`config.mk`:
```
export PLATFORM = sky130hd
export DESIGN_NAME = bmm_sqrt_pipe
export DESIGN_NICKNAME = d
export VERILOG_FILES = /design/src/sv/bmm_pkg.sv /design/src/sv/bmm_sqrt_pipe.sv
export SDC_FILE = /design/constraint.sdc
export NUM_CORES = 2
export LEC_CHECK = 0
export BUFFER_PORTS_ARGS = -buffer_cell sky130_fd_sc_hd__buf_2
export CAP_MARGIN = 30
export CELL_PAD_IN_SITES_DETAIL_PLACEMENT = 0
export CELL_PAD_IN_SITES_GLOBAL_PLACEMENT = 1
export CORE_MARGIN = 10
export CORE_UTILIZATION = 31
export DETAILED_ROUTE_END_ITERATION = 16
export GPL_ROUTABILITY_DRIVEN = 0
export PLACE_DENSITY = 0.49
export SETUP_SLACK_MARGIN = 0.2
export SYNTH_ARGS = -nofsm -noshare
export SYNTH_HDL_FRONTEND = slang
export SYNTH_SLANG_ARGS = --single-unit
```
`constraint.sdc`:
```
create_clock -name clock -period 4.1 [get_ports clock]
set_clock_uncertainty 0.2 [all_clocks]
set_input_delay 0.205 -clock clock [delete_from_list [all_inputs] [get_ports clock]]
set_output_delay 0.205 -clock clock [all_outputs]
set_load 0.03 [all_outputs]
```
`src/sv/bmm_pkg.sv`:
```
`timescale 1ns / 1ps
// ----------------------------------------------------------------------------
// bmm_pkg: shared types and constants for the box min/max distance unit
// Coordinate width, derived datapath widths, request/response structs and
// the magnitude helper used by the axis lanes.
// ----------------------------------------------------------------------------
package bmm_pkg;

   localparam int COORD_BITS = 24;
   localparam int AXES       = 3;
   localparam int DIF_W      = COORD_BITS + 1;
   localparam int MAG_W      = COORD_BITS + 1;
   localparam int SQ_W       = 2 * MAG_W;
   localparam int SUM_W      = 2 * COORD_BITS + 2;
   localparam int ROOT_W     = COORD_BITS + 1;
   localparam int TEST_W     = SUM_W + 1;
   localparam int OUT_W      = 25;
   localparam int FRONT_ST   = 3;
   localparam int NUM_ST     = FRONT_ST + ROOT_W;

   typedef logic signed [COORD_BITS-1:0] coord_type;

   typedef struct packed {
      coord_type a_low_x;
      coord_type a_low_y;
      coord_type a_low_z;
      coord_type a_high_x;
      coord_type a_high_y;
      coord_type a_high_z;
      coord_type b_low_x;
      coord_type b_low_y;
      coord_type b_low_z;
      coord_type b_high_x;
      coord_type b_high_y;
      coord_type b_high_z;
   } bmm_req_type;

   typedef struct packed {
      logic [OUT_W-1:0] min_distance;
      logic [OUT_W-1:0] max_distance;
   } bmm_rsp_type;

   function automatic logic [MAG_W-1:0] abs_mag(input logic signed [DIF_W-1:0] d);
      logic signed [DIF_W-1:0] n;
      n = -d;
      return d[DIF_W-1] ? MAG_W'(n) : MAG_W'(d);
   endfunction

endpackage

```
`src/sv/bmm_sqrt_pipe.sv`:
```
`timescale 1ns / 1ps
// ----------------------------------------------------------------------------
// bmm_sqrt_pipe: pipelined integer square root
// One root bit per stage, most significant first, by trial subtraction of
// the running remainder.
// ----------------------------------------------------------------------------
module bmm_sqrt_pipe (
   input  logic                              clock,
   input  logic [bmm_pkg::ROOT_W-1:0]        en,
   input  logic [bmm_pkg::SUM_W-1:0]         radicand,
   output logic [bmm_pkg::ROOT_W-1:0]        root
);

   localparam int RW = bmm_pkg::ROOT_W;
   localparam int UW = bmm_pkg::SUM_W;
   localparam int TW = bmm_pkg::TEST_W;

   logic [UW-1:0] rem_ff  [RW];
   logic [RW-1:0] root_ff [RW];

   for (genvar s = 0; s < RW; s++) begin : g_stage
      localparam int BIT = RW - 1 - s;
      logic [UW-1:0] rem_prev, rem_in;
      logic [RW-1:0] root_prev, root_in;
      logic [TW-1:0] test;

      if (s == 0) begin : g_first
         assign rem_prev  = radicand;
         assign root_prev = '0;
      end else begin : g_next
         assign rem_prev  = rem_ff[s-1];
         assign root_prev = root_ff[s-1];
      end

      always_comb begin
         test = (TW'(root_prev) << (BIT + 1)) + (TW'(1) << (2 * BIT));
         if (TW'(rem_prev) >= test) begin
            rem_in  = UW'(TW'(rem_prev) - test);
            root_in = root_prev | (RW'(1) << BIT);
         end else begin
            rem_in  = rem_prev;
            root_in = root_prev;
         end
      end

      always_ff @(posedge clock) begin
         if (en[s]) begin
            rem_ff[s]  <= rem_in;
            root_ff[s] <= root_in;
         end
      end
   end

   assign root = root_ff[RW-1];

endmodule

```
==> reports/results.ini <==
[layout]
nNetsFinal = 6645
layout_commonest_cell = edfxtp_1
drive_gt1_share_pct = 10.7
utilization_pct = 36.8
layout_common_cells = 1525 x edfxtp_1, 434 x inv_1, 392 x nor2_1, 351 x a21oi_1, 343 x ha_1
syn_to_final_growth_pct = 17.8
fin_area_um2 = 85800

[sta]
fmax_mhz = 265
grt_setup_unrepaired = no
drv_slew = 0
maxSlewHeadroom_pct = 38.8
final.setup.tns_ns = 0
setup_viol = 0
finalCritPeriodShare_pct = 92.0
hold_viol = 0
fin_crit_ns = 3.77
tightest_slew_ns = 0.905

[synth]
syn_nets = 6163
synth_edf_count = 1525
synth_top_cell_by_area = edfxtp_1
synth.top_cells.by_area = edfxtp_1 63%, ha_1 5.9%, xor2_1 3.1%, xnor2_1 3.0%, a21oi_1 2.4%
yosysUniqueCellTypes = 100
syn_area_um2 = 72800
ys_warn_count = 0
synthArstFlopShare_pct = 0
ys_seq_elements = 1525
ys_seq_area_share_pct = 62.9
ys.flop_type = edfxtp_1
synthCells = 5741
synth.avg_cell_area_um2 = 12.7
yosysTopAreaCellShare_pct = 62.9

[cts]
cts_max_path_buffers = 3
cts_buffers = 179
clock_latency_ns = 0.83
clkTransAtPathRegs_ns = 0.06
clock_sinks = 1525
cts_tree = built
htreeDepth = 4
root_buffer = clkbuf_16

[routing]
drtPass1Iterations = 5
drtIter0Drc = 2691
routed_wl_um = 190000
drc_errors = 0
post_drt_wl_per_cell_um = 19.9
ant_nets = 0
via_count = 45700
viasPerCell = 4.80

[global_routing]
grt_pass1_vias = 47000
grt_overflow = 0
antenna_found_initial = 15
grt.total_usage_pct = 14.5
grt_pass1_wl_um = 290000
grt_max_degree = 70

[critical_path]
r2r_setup_slack_ns = 0.33
crit_type = register to register
worstPathArrival_ns = 4.13
cp.required_ns = 4.46
endpoint_kind = register
critPathLaunchType = register
critPathMaxFanout = 46

[floorplanning]
ios = 101
die_h_um = 505
core_area_um2 = 233000
die_area_um2 = 255000
die_w_um = 505
row_count = 177
start_util_pct = 31.2

[run]
maxCapViolations = 0

[placement]
numPortBuffers = 100
dpl-instance-area_um2 = 78200
place_hpwl_um = 146000

[power]
power_density_nw_per_um2 = 537
power.leakage_nw = 32.2
total_power_w = 0.0461
irDropWorstVdd_mv = 0.354

[min_path]
hp-class = primary input to register

[status]
outcome = finished clean

## final cells by class
| class | instances | area [um2] |
|---|---|---|
| repair buffers | 406 | 3220 |
| inverters | 438 | 1660 |
| diodes | 4 | 10.0 |
| clock buffers | 215 | 4640 |
| clock inverters | 109 | 1410 |
| flip-flops and latches | 1525 | 45800 |
| fillers | 22600 | 147000 |
| well taps | 3132 | 3920 |
| multi-input cells | 3673 | 25200 |
## worst max-delay path: stages (launching register included)
cell and delay, ns:
edfxtp_1 0.41, or4_1 0.57, or2_2 0.34, or3_4 0.37
or4_1 0.55, nor3_2 0.24, buf_4 0.16, o21ai_4 0.05
buf_4 0.15, buf_12 0.17, mux2_2 0.30
## cell usage after synthesis (15+ instances only)
library cell and n:
edfxtp_1 1525, inv_1 436, nor2_1 392, a21oi_1 352, ha_1 346, nand2_1 329, xor2_1 261, xnor2_1 246
o21ai_0 245, nor4_1 192, nor3_1 176, a21o_1 117, clkbuf_1 91, nand4_1 89, nand2b_1 85, nand3_1 71
or3_1 71, nor2b_1 66, o21a_1 66, mux2_2 50, or4_1 39, o31ai_1 38, a211oi_1 29, a31oi_1 29
and3_1 25, o21bai_1 25, a21boi_0 21, or2_2 21, and2_1 20, nor4b_1 20, o211ai_1 19, nand3b_1 15
## what timing repair did
action,in CTS,in global routing
buffers inserted,0,6
setup endpoints to repair,35,66
pin swaps,1,4
hold buffers,127,0
gates resized for setup,11,28
hold endpoints to repair,1167,0
## sequential cells by signal, indices dropped and copies added (netlist names)
signal   cells
rem_ff    1200
root_ff    325
## logic make-up (layout without fill, tap and decap cells)
group,after synthesis,after routing,synth area share [%]
AO/OA/AOI/OAI,1074,1074,9.24
XOR/XNOR,507,507,6.10
adder cells (fa/ha/maj),346,346,5.94
buffers and inverters,543,1168,2.85
flip-flops,1525,1525,62.9
multiplexers,63,63,0.965
other,0,4,0
AND/OR/NAND/NOR,1683,1683,12.0
## metrics by stage
stage | hold slack, ns | setup WS (ns) | std cells
detailed placement | 0.183 | -0.0155 | 9039
global route | 0.0535 | 0.194 | 9499
CTS | 0.00831 | 0.141 | 9490
global placement | 0.182 | -0.146 | 9038
floorplan | 0.104 | 0.548 | 5741
finish | 0.0660 | 0.329 | 9502
## per-layer routing
| metal | track usage, % | up-vias | wire length (um) |
|---|---|---|---|
| met2 | 25.2 | 680 | 94000 |
| li1 | - | 22500 | - |
| met5 | 0 | - | 22 |
| met3 | 2.49 | 280 | 7270 |
| met4 | 4.53 | 4 | 5680 |
| met1 | 18.3 | 22200 | 82600 |
## report_power, final
group          internal [W]  leakage [nW]  switching, W
sequential           0.0196          14.6       0.00155
combinational       0.00368          14.6       0.00496
clock               0.00963          2.94       0.00663
total                0.0329          32.2        0.0131
## path summary, 6_finish.rpt
check,cells past startpoint,from,endpoint
min,3,radicand[49],rem_ff[0][48]
max,10,rem_ff[2][338],rem_ff[2][358]
max reg2reg,10,rem_ff[2][338],rem_ff[2][358]
min reg2reg,0,rem_ff[1][169],rem_ff[1][219]
Power figures use the tool's default switching activity.
