==> src/sv/bmm_pkg.sv <==
`timescale 1ns / 1ps
// ----------------------------------------------------------------------------
// bmm_pkg: shared types and constants for the box min/max distance unit
// Coordinate width, derived datapath widths, request/response structs and
// the magnitude helper used by the axis lanes.
// ----------------------------------------------------------------------------
package bmm_pkg;

   localparam int COORD_BITS = 24;
   localparam int AXES       = 3;
   localparam int DIF_W      = COORD_BITS + 1;
   localparam int MAG_W      = COORD_BITS + 1;
   localparam int SQ_W       = 2 * MAG_W;
   localparam int SUM_W      = 2 * COORD_BITS + 2;
   localparam int ROOT_W     = COORD_BITS + 1;
   localparam int TEST_W     = SUM_W + 1;
   localparam int OUT_W      = 25;
   localparam int FRONT_ST   = 3;
   localparam int NUM_ST     = FRONT_ST + ROOT_W;

   typedef logic signed [COORD_BITS-1:0] coord_type;

   typedef struct packed {
      coord_type a_low_x;
      coord_type a_low_y;
      coord_type a_low_z;
      coord_type a_high_x;
      coord_type a_high_y;
      coord_type a_high_z;
      coord_type b_low_x;
      coord_type b_low_y;
      coord_type b_low_z;
      coord_type b_high_x;
      coord_type b_high_y;
      coord_type b_high_z;
   } bmm_req_type;

   typedef struct packed {
      logic [OUT_W-1:0] min_distance;
      logic [OUT_W-1:0] max_distance;
   } bmm_rsp_type;

   function automatic logic [MAG_W-1:0] abs_mag(input logic signed [DIF_W-1:0] d);
      logic signed [DIF_W-1:0] n;
      n = -d;
      return d[DIF_W-1] ? MAG_W'(n) : MAG_W'(d);
   endfunction

endpackage

==> src/sv/bmm_axis_lane.sv <==
`timescale 1ns / 1ps
// ----------------------------------------------------------------------------
// bmm_axis_lane: one axis of the interval comparison
// Stage one classifies the two intervals and picks gap and span magnitudes;
// stage two squares both.
// ----------------------------------------------------------------------------
module bmm_axis_lane (
   input  logic                         clock,
   input  logic                         en_mag,
   input  logic                         en_sq,
   input  bmm_pkg::coord_type           a_low,
   input  bmm_pkg::coord_type           a_high,
   input  bmm_pkg::coord_type           b_low,
   input  bmm_pkg::coord_type           b_high,
   output logic [bmm_pkg::SQ_W-1:0]     sq_min,
   output logic [bmm_pkg::SQ_W-1:0]     sq_max
);

   localparam int DW = bmm_pkg::DIF_W;
   localparam int MW = bmm_pkg::MAG_W;
   localparam int SW = bmm_pkg::SQ_W;

   logic signed [DW-1:0] al, ah, bl, bh;
   logic signed [DW-1:0] lo, hi;
   logic                 a_below, b_below;
   logic [MW-1:0]        min_mag_in, max_mag_in;
   logic [MW-1:0]        min_mag_ff, max_mag_ff;
   logic [SW-1:0]        sq_min_in, sq_max_in;
   logic [SW-1:0]        sq_min_ff, sq_max_ff;

   always_comb begin
      al      = DW'(a_low);
      ah      = DW'(a_high);
      bl      = DW'(b_low);
      bh      = DW'(b_high);
      a_below = ah < bl;
      b_below = bh < al;
      lo      = (al < bl) ? al : bl;
      hi      = (ah > bh) ? ah : bh;
      if (a_below) begin
         min_mag_in = bmm_pkg::abs_mag(bl - ah);
         max_mag_in = bmm_pkg::abs_mag(bh - al);
      end else if (b_below) begin
         min_mag_in = bmm_pkg::abs_mag(al - bh);
         max_mag_in = bmm_pkg::abs_mag(ah - bl);
      end else begin
         min_mag_in = '0;
         max_mag_in = bmm_pkg::abs_mag(hi - lo);
      end
      sq_min_in = SW'(min_mag_ff) * SW'(min_mag_ff);
      sq_max_in = SW'(max_mag_ff) * SW'(max_mag_ff);
   end

   always_ff @(posedge clock) begin
      if (en_mag) begin
         min_mag_ff <= min_mag_in;
         max_mag_ff <= max_mag_in;
      end
      if (en_sq) begin
         sq_min_ff <= sq_min_in;
         sq_max_ff <= sq_max_in;
      end
   end

   assign sq_min = sq_min_ff;
   assign sq_max = sq_max_ff;

endmodule

==> config.mk <==
export PLATFORM = sky130hd
export DESIGN_NAME = bmm_axis_lane
export DESIGN_NICKNAME = d
export VERILOG_FILES = /design/src/sv/bmm_pkg.sv /design/src/sv/bmm_axis_lane.sv
export SDC_FILE = /design/constraint.sdc
export NUM_CORES = 2
export LEC_CHECK = 0
export ABC_AREA = 1
export BUFFER_PORTS_ARGS = -buffer_cell sky130_fd_sc_hd__buf_2
export CORE_AREA = 10 10 326 328
export CTS_CLUSTER_SIZE = 14
export DETAILED_ROUTE_END_ITERATION = 7
export DIE_AREA = 0 0 336 338
export MAX_ROUTING_LAYER = met4
export PLACE_DENSITY = 0.77
export SLEW_MARGIN = 20
export SYNTH_ARGS = -nofsm -noshare
export SYNTH_HDL_FRONTEND = slang
export SYNTH_SLANG_ARGS = --single-unit
==> constraint.sdc <==
create_clock -name clock -period 10.4 [get_ports clock]
set_clock_uncertainty 0.15 [all_clocks]
set_input_delay 0.52 -clock clock [delete_from_list [all_inputs] [get_ports clock]]
set_output_delay 0.52 -clock clock [all_outputs]
set_load 0.01 [all_outputs]
==> flow_metrics.tcl <==
set metrics [dict create \
    die_area_um2 114000 \
    synthTopCellsByArea "fa_1, inv_1, ha_1" \
    nets 8953 \
    status "finished clean" \
    hold_violations 0 \
    overflow 0 \
    insertion_delay_ns 0.51 \
    die_h_um 338 \
    relSlewSlack_pct 24.8 \
    drtIter0Drc 3889 \
    coreArea_um2 99600 \
    max-cap-violations 0 \
    grt_start_max_net_pins 62 \
    seq_area_frac_synth_pct 8.15 \
    drt_pre_antenna_iters 6 \
    ys_types 63 \
    critPathMaxFanout 25 \
    synth_edf_count 148 \
    place.detailed.hpwl_um 140000 \
    drive_gt1_share_pct 5.09 \
    final_max_slew_viol_count 0 \
    grt_pass1_wl_um 260000 \
    grt_usage_pct 30.0 \
    fin_crit_ns 7.57 \
    synth_warnings 0 \
    worstPathRequired_ns 10.49 \
    ys_seq_elements 148 \
    pin_count 199 \
    async_flop_share_pct 0 \
    synth_common_cells "inv_1, nand2_1, fa_1" \
    htreeDepth 4 \
    synth_area_um2 54500 \
    tns_ns 0 \
    clockRootBuffer "clkbuf_16" \
    max_freq_mhz 132 \
    postSynthAreaPerCell_um2 7.47 \
    cp-start-kind "register" \
    cts.sink_count 148 \
    synthFlopType "edfxtp_1" \
    worst_pin_slew_ns 1.13 \
    drt_wl_total_um 163000 \
    drc 0 \
    routed_via_density 5.34 \
    synth.most_common_cell "inv_1" \
    first_global_vias 48600 \
    drt.antenna.violating_nets 0 \
    multi_input_area_um2 41300 \
    cp.arrival_ns 7.66 \
    endpoint_kind "register" \
    syn_inst 7300 \
    finalSetupViolCount 0 \
    min_path_type "primary input to register" \
    place_congestion 1.08 \
    start_util_pct 54.8 \
    fin_crit_sh_pct 72.8 \
    cts_tree "done" \
    vias 46400 \
    ctsHoldBuffers 0 \
    dieWidth_um 336 \
    synth_top_area_share_pct 34.4 \
    final.fill_count 9225 \
    clk_pin_slew_worst_paths_ns 0.07 \
    cts_made_buffers 17 \
    post_cts_buffers 0 \
    antenna_found_initial 1 \
    worstSetupPathType "register to register" \
    area_growth_pct 5.07 \
    std_cell_rows 116 \
    grt_setup_unrepaired "no" \
    clockBufferDepth 2 \
    ff_latch_area_um2 4440 \
    post_drt_wl_per_cell_um 18.7 \
    post_cts_resized 0 \
    io_buffers 196 \
    yosysTopAreaCell "fa_1" \
]
stage by stage:
step	utilization, %	setup WS [ns]	area [µm²]	hold WS, ns	std cells
2_1_floorplan	-	3.72	54500	0.274	7301
6_report	57.5	2.83	57300	0.374	8685
5_1_grt	57.5	2.35	57300	0.381	8684
4_1_cts	57.4	2.80	57200	0.348	8678
3_5_place_dp	56.8	2.82	56600	0.687	8647
3_3_place_gp	56.8	2.95	56600	0.675	8647
layer usage:
layer  vias to the layer above  routed length [µm]  track usage, %
li1                      21800                   -               -
met5                         -                   0               -
met2                      1898               75700            48.8
met3                       324               12200            4.20
met4                         0                6830            11.3
met1                     22400               68200            38.1
final cells by class:
type                            count  area share (%)
Clock buffer                       18           0.749
Sequential cell                   148            7.76
Clock inverter                     13           0.264
Inverter                         2121            13.9
Multi-Input combinational cell   4842            72.0
Timing Repair Buffer              243            2.44
Antenna cell                        2         0.00874
Tap cell                         1298            2.84
layout by cell type, fill, tap and decap left out, types with 7 or more instances in the layout:
master     synthesis  final
o21ai_0          203    203
o21a_1            11     11
nor3_1            36     36
nand2_2           26     26
a21o_1            14     14
o21bai_1          17     17
ha_1             544    544
clkbuf_16          0     17
nor2_2            22     22
nor4_1             8      8
nand2_1         1689   1689
o21ai_1           28     28
o221ai_1           8      8
o211ai_1          21     21
inv_2              8      8
nand4_1           60     60
xnor2_1           59     58
nor2_1           339    339
a31oi_1           31     31
fa_1             937    937
edfxtp_1         148    148
a21oi_1          275    275
buf_2             16    195
inv_1           2109   2109
nand3_1          303    303
nor2_4             7      7
o22ai_1            7      7
buf_4             15     43
xor2_1           115    115
nand3b_1          11     11
critical path, stage by stage (launching register included):
cell,delay [ns]
edfxtp_1,1.03
nand2_1,0.24
fa_1,0.60
inv_1,0.05
fa_1,0.52
fa_1,0.57
inv_1,0.06
fa_1,0.49
inv_1,0.06
fa_1,0.50
fa_1,0.52
inv_1,0.06
fa_1,0.47
inv_1,0.04
ha_1,0.39
nand2_1,0.14
nor2_1,0.23
inv_1,0.09
nor2_1,0.11
inv_1,0.06
nor4_1,0.16
a21oi_1,0.17
o21ai_0,0.31
nand3_1,0.11
nand3_1,0.10
xor2_1,0.06
logic make-up (layout without fill, tap and decap cells):
family / after synthesis / count (layout) / synth area share [%]
simple gates: 2530 / 2530 / 19.1
buf+inv: 2311 / 2395 / 16.2
fa+ha+maj: 1481 / 1481 / 46.9
compound gates: 649 / 649 / 6.64
xor+xnor: 180 / 180 / 2.97
flops: 148 / 148 / 8.15
other cells: 1 / 4 / 0.00688
flip-flops by register name, summed over array words and instances (netlist names):
| name | cells |
|---|---|
| max_mag_ff | 25 |
| sq_min | 49 |
| min_mag_ff | 25 |
| sq_max | 49 |
final timing paths:
| kind | from | endpoint | slack, ns | depth (start not counted) |
|---|---|---|---|---|
| worst min-delay path | en_sq | sq_max[21] | 0.37 | 1 |
| worst min register to register | min_mag_ff[0] | sq_min[0] | 0.70 | 1 |
| worst max register to register | max_mag_ff[19] | sq_max[42] | 2.83 | 25 |
| worst max-delay path | max_mag_ff[19] | sq_max[42] | 2.83 | 25 |
Power is not shown: default switching activity piles up to over one toggle a cycle in this logic, so the estimate is an artifact.
