$ cat src/sv/bmm_pkg.sv
`timescale 1ns / 1ps
// ----------------------------------------------------------------------------
// bmm_pkg: shared types and constants for the box min/max distance unit
// Coordinate width, derived datapath widths, request/response structs and
// the magnitude helper used by the axis lanes.
// ----------------------------------------------------------------------------
package bmm_pkg;

   localparam int COORD_BITS = 24;
   localparam int AXES       = 3;
   localparam int DIF_W      = COORD_BITS + 1;
   localparam int MAG_W      = COORD_BITS + 1;
   localparam int SQ_W       = 2 * MAG_W;
   localparam int SUM_W      = 2 * COORD_BITS + 2;
   localparam int ROOT_W     = COORD_BITS + 1;
   localparam int TEST_W     = SUM_W + 1;
   localparam int OUT_W      = 25;
   localparam int FRONT_ST   = 3;
   localparam int NUM_ST     = FRONT_ST + ROOT_W;

   typedef logic signed [COORD_BITS-1:0] coord_type;

   typedef struct packed {
      coord_type a_low_x;
      coord_type a_low_y;
      coord_type a_low_z;
      coord_type a_high_x;
      coord_type a_high_y;
      coord_type a_high_z;
      coord_type b_low_x;
      coord_type b_low_y;
      coord_type b_low_z;
      coord_type b_high_x;
      coord_type b_high_y;
      coord_type b_high_z;
   } bmm_req_type;

   typedef struct packed {
      logic [OUT_W-1:0] min_distance;
      logic [OUT_W-1:0] max_distance;
   } bmm_rsp_type;

   function automatic logic [MAG_W-1:0] abs_mag(input logic signed [DIF_W-1:0] d);
      logic signed [DIF_W-1:0] n;
      n = -d;
      return d[DIF_W-1] ? MAG_W'(n) : MAG_W'(d);
   endfunction

endpackage

$ cat src/sv/bmm_merge.sv
`timescale 1ns / 1ps
// ----------------------------------------------------------------------------
// bmm_merge: combine the axis lanes
// Sums the squared gaps and the squared spans of all lanes into two
// registered totals.
// ----------------------------------------------------------------------------
module bmm_merge (
   input  logic                                      clock,
   input  logic                                      en,
   input  logic [bmm_pkg::AXES-1:0][bmm_pkg::SQ_W-1:0] sq_min,
   input  logic [bmm_pkg::AXES-1:0][bmm_pkg::SQ_W-1:0] sq_max,
   output logic [bmm_pkg::SUM_W-1:0]                 sum_min,
   output logic [bmm_pkg::SUM_W-1:0]                 sum_max
);

   localparam int UW = bmm_pkg::SUM_W;

   logic [UW-1:0] sum_min_in, sum_max_in;
   logic [UW-1:0] sum_min_ff, sum_max_ff;

   always_comb begin
      sum_min_in = '0;
      sum_max_in = '0;
      for (int k = 0; k < bmm_pkg::AXES; k++) begin
         sum_min_in = sum_min_in + UW'(sq_min[k]);
         sum_max_in = sum_max_in + UW'(sq_max[k]);
      end
   end

   always_ff @(posedge clock) begin
      if (en) begin
         sum_min_ff <= sum_min_in;
         sum_max_ff <= sum_max_in;
      end
   end

   assign sum_min = sum_min_ff;
   assign sum_max = sum_max_ff;

endmodule

$ cat config.mk
export PLATFORM = sky130hd
export DESIGN_NAME = bmm_merge
export DESIGN_NICKNAME = d
export VERILOG_FILES = /design/src/sv/bmm_pkg.sv /design/src/sv/bmm_merge.sv
export SDC_FILE = /design/constraint.sdc
export NUM_CORES = 1
export LEC_CHECK = 0
export ABC_CLOCK_PERIOD_IN_PS = 5300
export BUFFER_PORTS_ARGS = -buffer_cell sky130_fd_sc_hd__buf_2
export CORE_MARGIN = 5
export CORE_UTILIZATION = 43
export DETAILED_ROUTE_END_ITERATION = 8
export PLACE_DENSITY = 0.79
export SYNTH_ARGS = -nofsm -noshare
export SYNTH_HDL_FRONTEND = slang
export SYNTH_SLANG_ARGS = --single-unit
$ cat constraint.sdc
create_clock -name clock -period 5.3 [get_ports clock]
set_clock_uncertainty 0.2 [all_clocks]
set_input_delay 1.59 -clock clock [delete_from_list [all_inputs] [get_ports clock]]
set_output_delay 1.59 -clock clock [all_outputs]
set_load 0.005 [all_outputs]
==> metrics.md, run 1 <==
| Metric | Value |
|---|---|
| Global-route wire length before repair | `about 51 mm` |
| Tot GR Track Use | `0.229` |
| Cell Pwr Density | `327 nW/um2` |
| Mapped Cells | `1002` |
| P_leak | `approximately 6 nW` |
| CP endpoint kind | `register` |
| Vias | `9412` |
| Critical Path AT | `a little under 5 ns` |
| Final std cells w/o fill | `around 1700` |
| Total power draw | `approximately 0.0043 W` |
| Avg Inst Size Synth | `roughly 10 um2` |
| Final Slew Violations | `0` |
| Total die area | `between 20000 and 30000 um2` |
| Max_cap viols | `0` |
| Row cnt | `57` |
| Async SR Flop Fraction | `0` |
| Synthesis Warnings | `0` |
| EDFF count, synth | `100` |
| H-tree depth | `3` |
| Area delta synth->final | `25.4%` |
| Crit path max fanout | `3` |
| Chip Height | `166 um` |
| Most area-consuming cells after synthesis | `edfxtp_1 (29%), fa_1 (19%), ha_1 (11%)` |
| Mapped Area | `between 10000 and 15000 um2` |
| CTS Hold Bufs | `0` |
| Synth cell types | `62` |
| Slew margin rel. | `0.410` |
| Clock root buffer | `clkbuf_16` |
| Vias in the first global route | `just under 10000` |
| CTS tree | `built` |
| Placed insts | `between 1500 and 2000` |
| CP startpoint kind | `input pin` |
| Post-synth top area cell | `edfxtp_1` |
| Post-DRT Antenna Nets | `0` |
| Fraction of layout instances using a drive strength above 1 | `0.322` |
| Final setup margin | `~0.25 ns` |
| Pre-CTS setup slack | `-0.0924 ns` |
| Fin crit period | `5.05 ns` |
| DRT Pass-1 Iters | `5` |
| CTS resizes | `0` |
| Worst-Margin Slew | `between 0.8 and 0.9 ns` |
| Hold Violations, Final | `0` |
| Violation count after the first detailed-route iteration | `597` |
| Top FF cell, synth | `edfxtp_1` |
| Initial antenna violation count | `0` |
| #FFs+latches synth | `100` |
| Wirelength, routed | `32.8 mm` |
| Starting Density | `0.434` |
| Synthesized Nets | `1500` |
| N_diodes | `0` |
| Global placement routability congestion | `between 0.9 and 1` |
| Synth cell count leaders | `a21oi_1 (109), edfxtp_1 (100), fa_1 (100), ha_1 (96), nand2_1 (66)` |
| DIE WIDTH | `around 170 um` |
| CP required | `~5.2 ns` |
| IO Port Bufs | `~400` |
| Hold crit path type | `input pin to register` |
| CTS buffer count | `9` |
| WHS Path Cells | `3` |
| Top-level port count | `~400` |
| GRT Residual Overflow | `0` |
| Crit share post-route | `0.952` |
| Setup Viol. Count Final | `0` |
| Clock tree sinks | `100` |
| RSZ-0062 raised after global routing | `no` |
| Max VDD drop | `0.000199 V` |
| Drt drc | `0` |
| Fin nets | `around 1900` |
| Worst-case clock buffer depth | `2` |
| Wirelength per Cell | `19.1 um` |
| Post-DP HPWL | `between 20 and 30 mm` |
| Post-CTS Setup Repair Bufs | `0` |
| Top-area cell type share of the netlist area | `0.286` |
| Fmax | `between 0.15 and 0.2 GHz` |
| Sum Neg Setup Slack | `0 ns` |
| CTS clock-pin slew for the worst setup and hold paths | `0.07 ns` |
| Register area share after synthesis | `0.286` |
| Largest net degree at the start of global routing | `63` |
| Top-count cell post-synth | `a21oi_1` |
| Via/cell ratio | `between 5 and 6` |
| Core area | `about 24000 um2` |
| Status | `finished clean` |
| Crit Path Class | `input pin to register` |
==> final cells by class <==
class / instances / area, um2
Clock buffer: 10 / 229
Clock inverter: 6 / 65.1
Fill cell: 2158 / 11000
Inverter: 30 / 113
Multi-Input combinational cell: 834 / 7240
Sequential cell: 100 / 3000
Tap cell: 324 / 405
Timing Repair Buffer: 414 / 2110
==> layer usage <==
layer / GRT usage / wire length, um / up-vias
li1: - / - / 4465
met1: 0.295 / 13400 / 4477
met2: 0.404 / 16400 / 428
met3: 0.0300 / 2090 / 42
met4: 0.0687 / 874 / 0
met5: 0 / 0 / -
==> critical path, stage by stage <==
cell	delay [ns]
buf_2	0.11
fa_1	0.48
ha_1	0.23
fa_1	0.47
a211oi_2	0.25
o211ai_1	0.16
a211oi_2	0.30
and4bb_1	0.25
o41ai_4	0.34
buf_4	0.20
o31ai_4	0.08
a41oi_2	0.24
o31ai_2	0.08
xor2_1	0.14
==> kinds of logic after synthesis <==
logic type / Yosys count / share of synthesized area
AOI/OAI and AO/OA: 315 / 0.199
and+or+nand+nor: 224 / 0.103
adders and majority gates: 196 / 0.305
DFF: 100 / 0.286
xor gates and xnor gates: 99 / 0.0826
buffers and inverters: 68 / 0.0244
==> state kept, by name (all words and copies together) (netlist names) <==
signal / count
sum_max: 50
sum_min: 50
==> final timing paths <==
| path | startpoint | end | slack [ns] |
|---|---|---|---|
| max | sq_max[1] | sum_max[47] | 0.25 |
| min | sq_max[101] | sum_max[1] | 1.50 |
==> metrics by stage <==
| stage | util | instance area [um2] | hold slack, ns |
|---|---|---|---|
| floorplan | - | 10500 | 1.50 |
| global placement | 0.532 | 12900 | 1.79 |
| detailed placement | 0.532 | 12900 | 1.79 |
| CTS | 0.544 | 13200 | 1.49 |
| global route | 0.544 | 13200 | 1.51 |
| finish | 0.544 | 13200 | 1.50 |
==> where the power goes <==
part / switching [W] / leakage (nW) / internal, W
registers: 0.0000790 / 0.979 / 0.00123
logic: 0.00131 / 4.85 / 0.00100
clock network: 0.000314 / 0.142 / 0.000367
==> placed cells by master (no fill, tap or decap), types with 11 or more instances in the layout <==
master    netlist  final
nand4_1        35     35
inv_1          30     30
nand3_1        11     11
o21ai_0        52     52
buf_4           0     14
edfxtp_1      100    100
buf_2           1    400
o21bai_1       19     19
ha_1           96     96
nand2_1        66     66
fa_1          100    100
a21oi_1       109    109
xnor2_1        60     60
nor2_1         58     58
nor2b_1        12     12
a21o_1         51     51
xor2_1         39     39
(Power assumes the default switching activity.)
==> run 2: changes to the inputs <==
--- a/config.mk
+++ b/config.mk
@@ -10,7 +10,7 @@
 export CORE_MARGIN = 5
 export CORE_UTILIZATION = 43
 export DETAILED_ROUTE_END_ITERATION = 8
-export PLACE_DENSITY = 0.79
+export PLACE_DENSITY = 0.77
 export SYNTH_ARGS = -nofsm -noshare
 export SYNTH_HDL_FRONTEND = slang
 export SYNTH_SLANG_ARGS = --single-unit
==> run 2 against run 1 <==
Core utilization up 0.13 points. Global-route usage is 0.19 points lower. Hold slack better by 0.0058 ns. Cell count up 0.29%. Maximum frequency is 2.1% higher. First-iteration DRC count shrank 26%. Sequential cell count unchanged. Largest cell class unchanged.
==> metrics.md, run 2 (same netlist as run 1, synthesis figures left out) <==
| Metric | Value |
|---|---|
| Status | `finished clean` |
| WHS Path Cells | `1` |
| Top-level port count | `~400` |
| Vias in the first global route | `between 9000 and 10000` |
| Chip Height | `between 150 and 200 um` |
| Total power draw | `0.00429 W` |
| CP peak stage delay | `0.48 ns` |
| Critical Path AT | `4.83 ns` |
| Starting Density | `0.434` |
| Wirelength per Cell | `roughly 19 um` |
| Clock tree sinks | `100` |
| CTS tree | `built` |
| Vias | `~9400` |
| CP endpoint kind | `register` |
| Worst-case clock buffer depth | `2` |
| Slowest-stage cell, CP | `fa_1` |
| Initial antenna violation count | `1` |
| Cell Pwr Density | `between 300 and 400 nW/um2` |
| GRT Residual Overflow | `0` |
| Fin crit period | `a little under 5 ns` |
| Largest net degree at the start of global routing | `37` |
| Violation count after the first detailed-route iteration | `approximately 440` |
| Max_cap viols | `0` |
| Via/cell ratio | `roughly 5.4` |
| CP startpoint kind | `input pin` |
| Area delta synth->final | `25.7%` |
| Row cnt | `57` |
| Setup Viol. Count Final | `0` |
| CTS resizes | `0` |
| Post-route cell area | `about 13000 um2` |
| Crit share post-route | `0.933` |
| P_leak | `approximately 6.0 nW` |
| CTS Hold Bufs | `0` |
| Crit Path Class | `input pin to register` |
| Clock root buffer | `clkbuf_16` |
| Final std cells w/o fill | `around 1700` |
| Setup crit end | `sum_max[47]` |
| Post-DP HPWL | `28.0 mm` |
| CP required | `5.18 ns` |
| CTS clock-pin slew for the worst setup and hold paths | `~0.080 ns` |
| Fraction of layout instances using a drive strength above 1 | `0.323` |
| Global placement routability congestion | `about 0.9` |
| DIE WIDTH | `roughly 170 um` |
| CP Launch Point | `sq_max[1]` |
| Max VDD drop | `around 0.00018 V` |
| Fmax | `just over 0.2 GHz` |
| Post-CTS Setup Repair Bufs | `0` |
| RSZ-0062 raised after global routing | `no` |
| Hold crit path type | `input pin to register` |
| Wirelength, routed | `about 32 mm` |
| IO Port Bufs | `between 400 and 500` |
| Post-DP Area | `between 10000 and 15000 um2` |
| Core area | `~24000 um2` |
| Worst-Margin Slew | `roughly 0.65 ns` |
| Final Slew Violations | `0` |
| DRT Pass-1 Iters | `4` |
| Commonest non-fill, non-tap cell in the layout | `buf_2` |
| CTS buffer count | `9` |
| Hold Violations, Final | `0` |
| Post-DRT Antenna Nets | `0` |
| Placed insts | `around 1700` |
| Total die area | `between 20000 and 30000 um2` |
| Slew margin rel. | `0.559` |
| Drt drc | `0` |
| H-tree depth | `3` |
| Tot GR Track Use | `0.227` |
| Fin nets | `~1900` |
| Global-route wire length before repair | `51.0 mm` |
| Hold slack | `1.51 ns` |
| Commonest non-fill, non-tap cells in the layout | `buf_2 (400), a21oi_1 (109), fa_1 (100), edfxtp_1 (100), ha_1 (96)` |
| Critical path cell sequence | `buf_2 -> fa_1 -> ha_1 -> fa_1 -> a211oi_2 -> o211ai_1 -> a211oi_2 -> and4bb_1 -> o41ai_4 -> buf_4 -> o31ai_4 -> a41oi_2 -> o31ai_2 -> xor2_1` |
| Crit path max fanout | `3` |
==> run 2: cell types whose count changed in the layout (fill, tap and decap cells not counted) <==
cell      previous run  this run
buf_4               14        18
clkinv_1             0         1
clkinv_2             2         1
clkinv_4             2         1
diode_2              0         1
inv_6                0         1
==> run 2: how the worst min path moves through the flow <==
stage                          start           to  slack (ns)
after floorplan                   en   sum_max[0]        1.50
after global placement    sum_max[0]   sum_max[0]        1.78
after detailed placement  sum_min[4]   sum_min[4]        1.78
after CTS                         en  sum_max[17]        1.51
after global routing              en  sum_max[34]        1.52
final                             en  sum_max[34]        1.51
==> run 2: critical path, delay by kind of cell <==
family,cells,cell delay [ns]
buffers and inverters,2,0.30
AO/OA/AOI/OAI,7,1.37
AND/OR/NAND/NOR,1,0.25
adder cells (fa/ha/maj),3,1.17
XOR/XNOR,1,0.15
==> run 2: area by class of cell <==
cell class,count,area (um2)
timing repair buffer,418,2140
multi-input combinational,834,7240
clock inverter,6,63.8
fill,2175,11000
clock buffer,10,229
tap,324,405
antenna,1,2.50
inverter,30,113
sequential,100,3000
==> run 2: metrics by stage <==
stage / utilization / TNS (ns) / worst slack (ns)
after floorplan: - / 0 / 0.359
after global placement: 0.533 / 0 / 0.00119
after detailed placement: 0.533 / -0.00122 / -0.00122
after CTS: 0.546 / 0 / 0.349
after global routing: 0.546 / 0 / 0.131
final: 0.546 / 0 / 0.355
==> run 2: power breakdown <==
group          internal [W]  switching (W)  leakage, nW
clock              0.000367       0.000310        0.141
sequential          0.00122      0.0000714        0.979
combinational       0.00101        0.00131         4.87
total               0.00260        0.00169         5.99
==> run 2: per-layer routing <==
metal  vias to the layer above  part of all wire  global-route usage
li1                       4474                 -                   -
met1                      4409              0.40               0.291
met2                       433              0.49               0.388
met3                        53             0.074              0.0417
met4                         0             0.032              0.0797
met5                         -                 0                   0
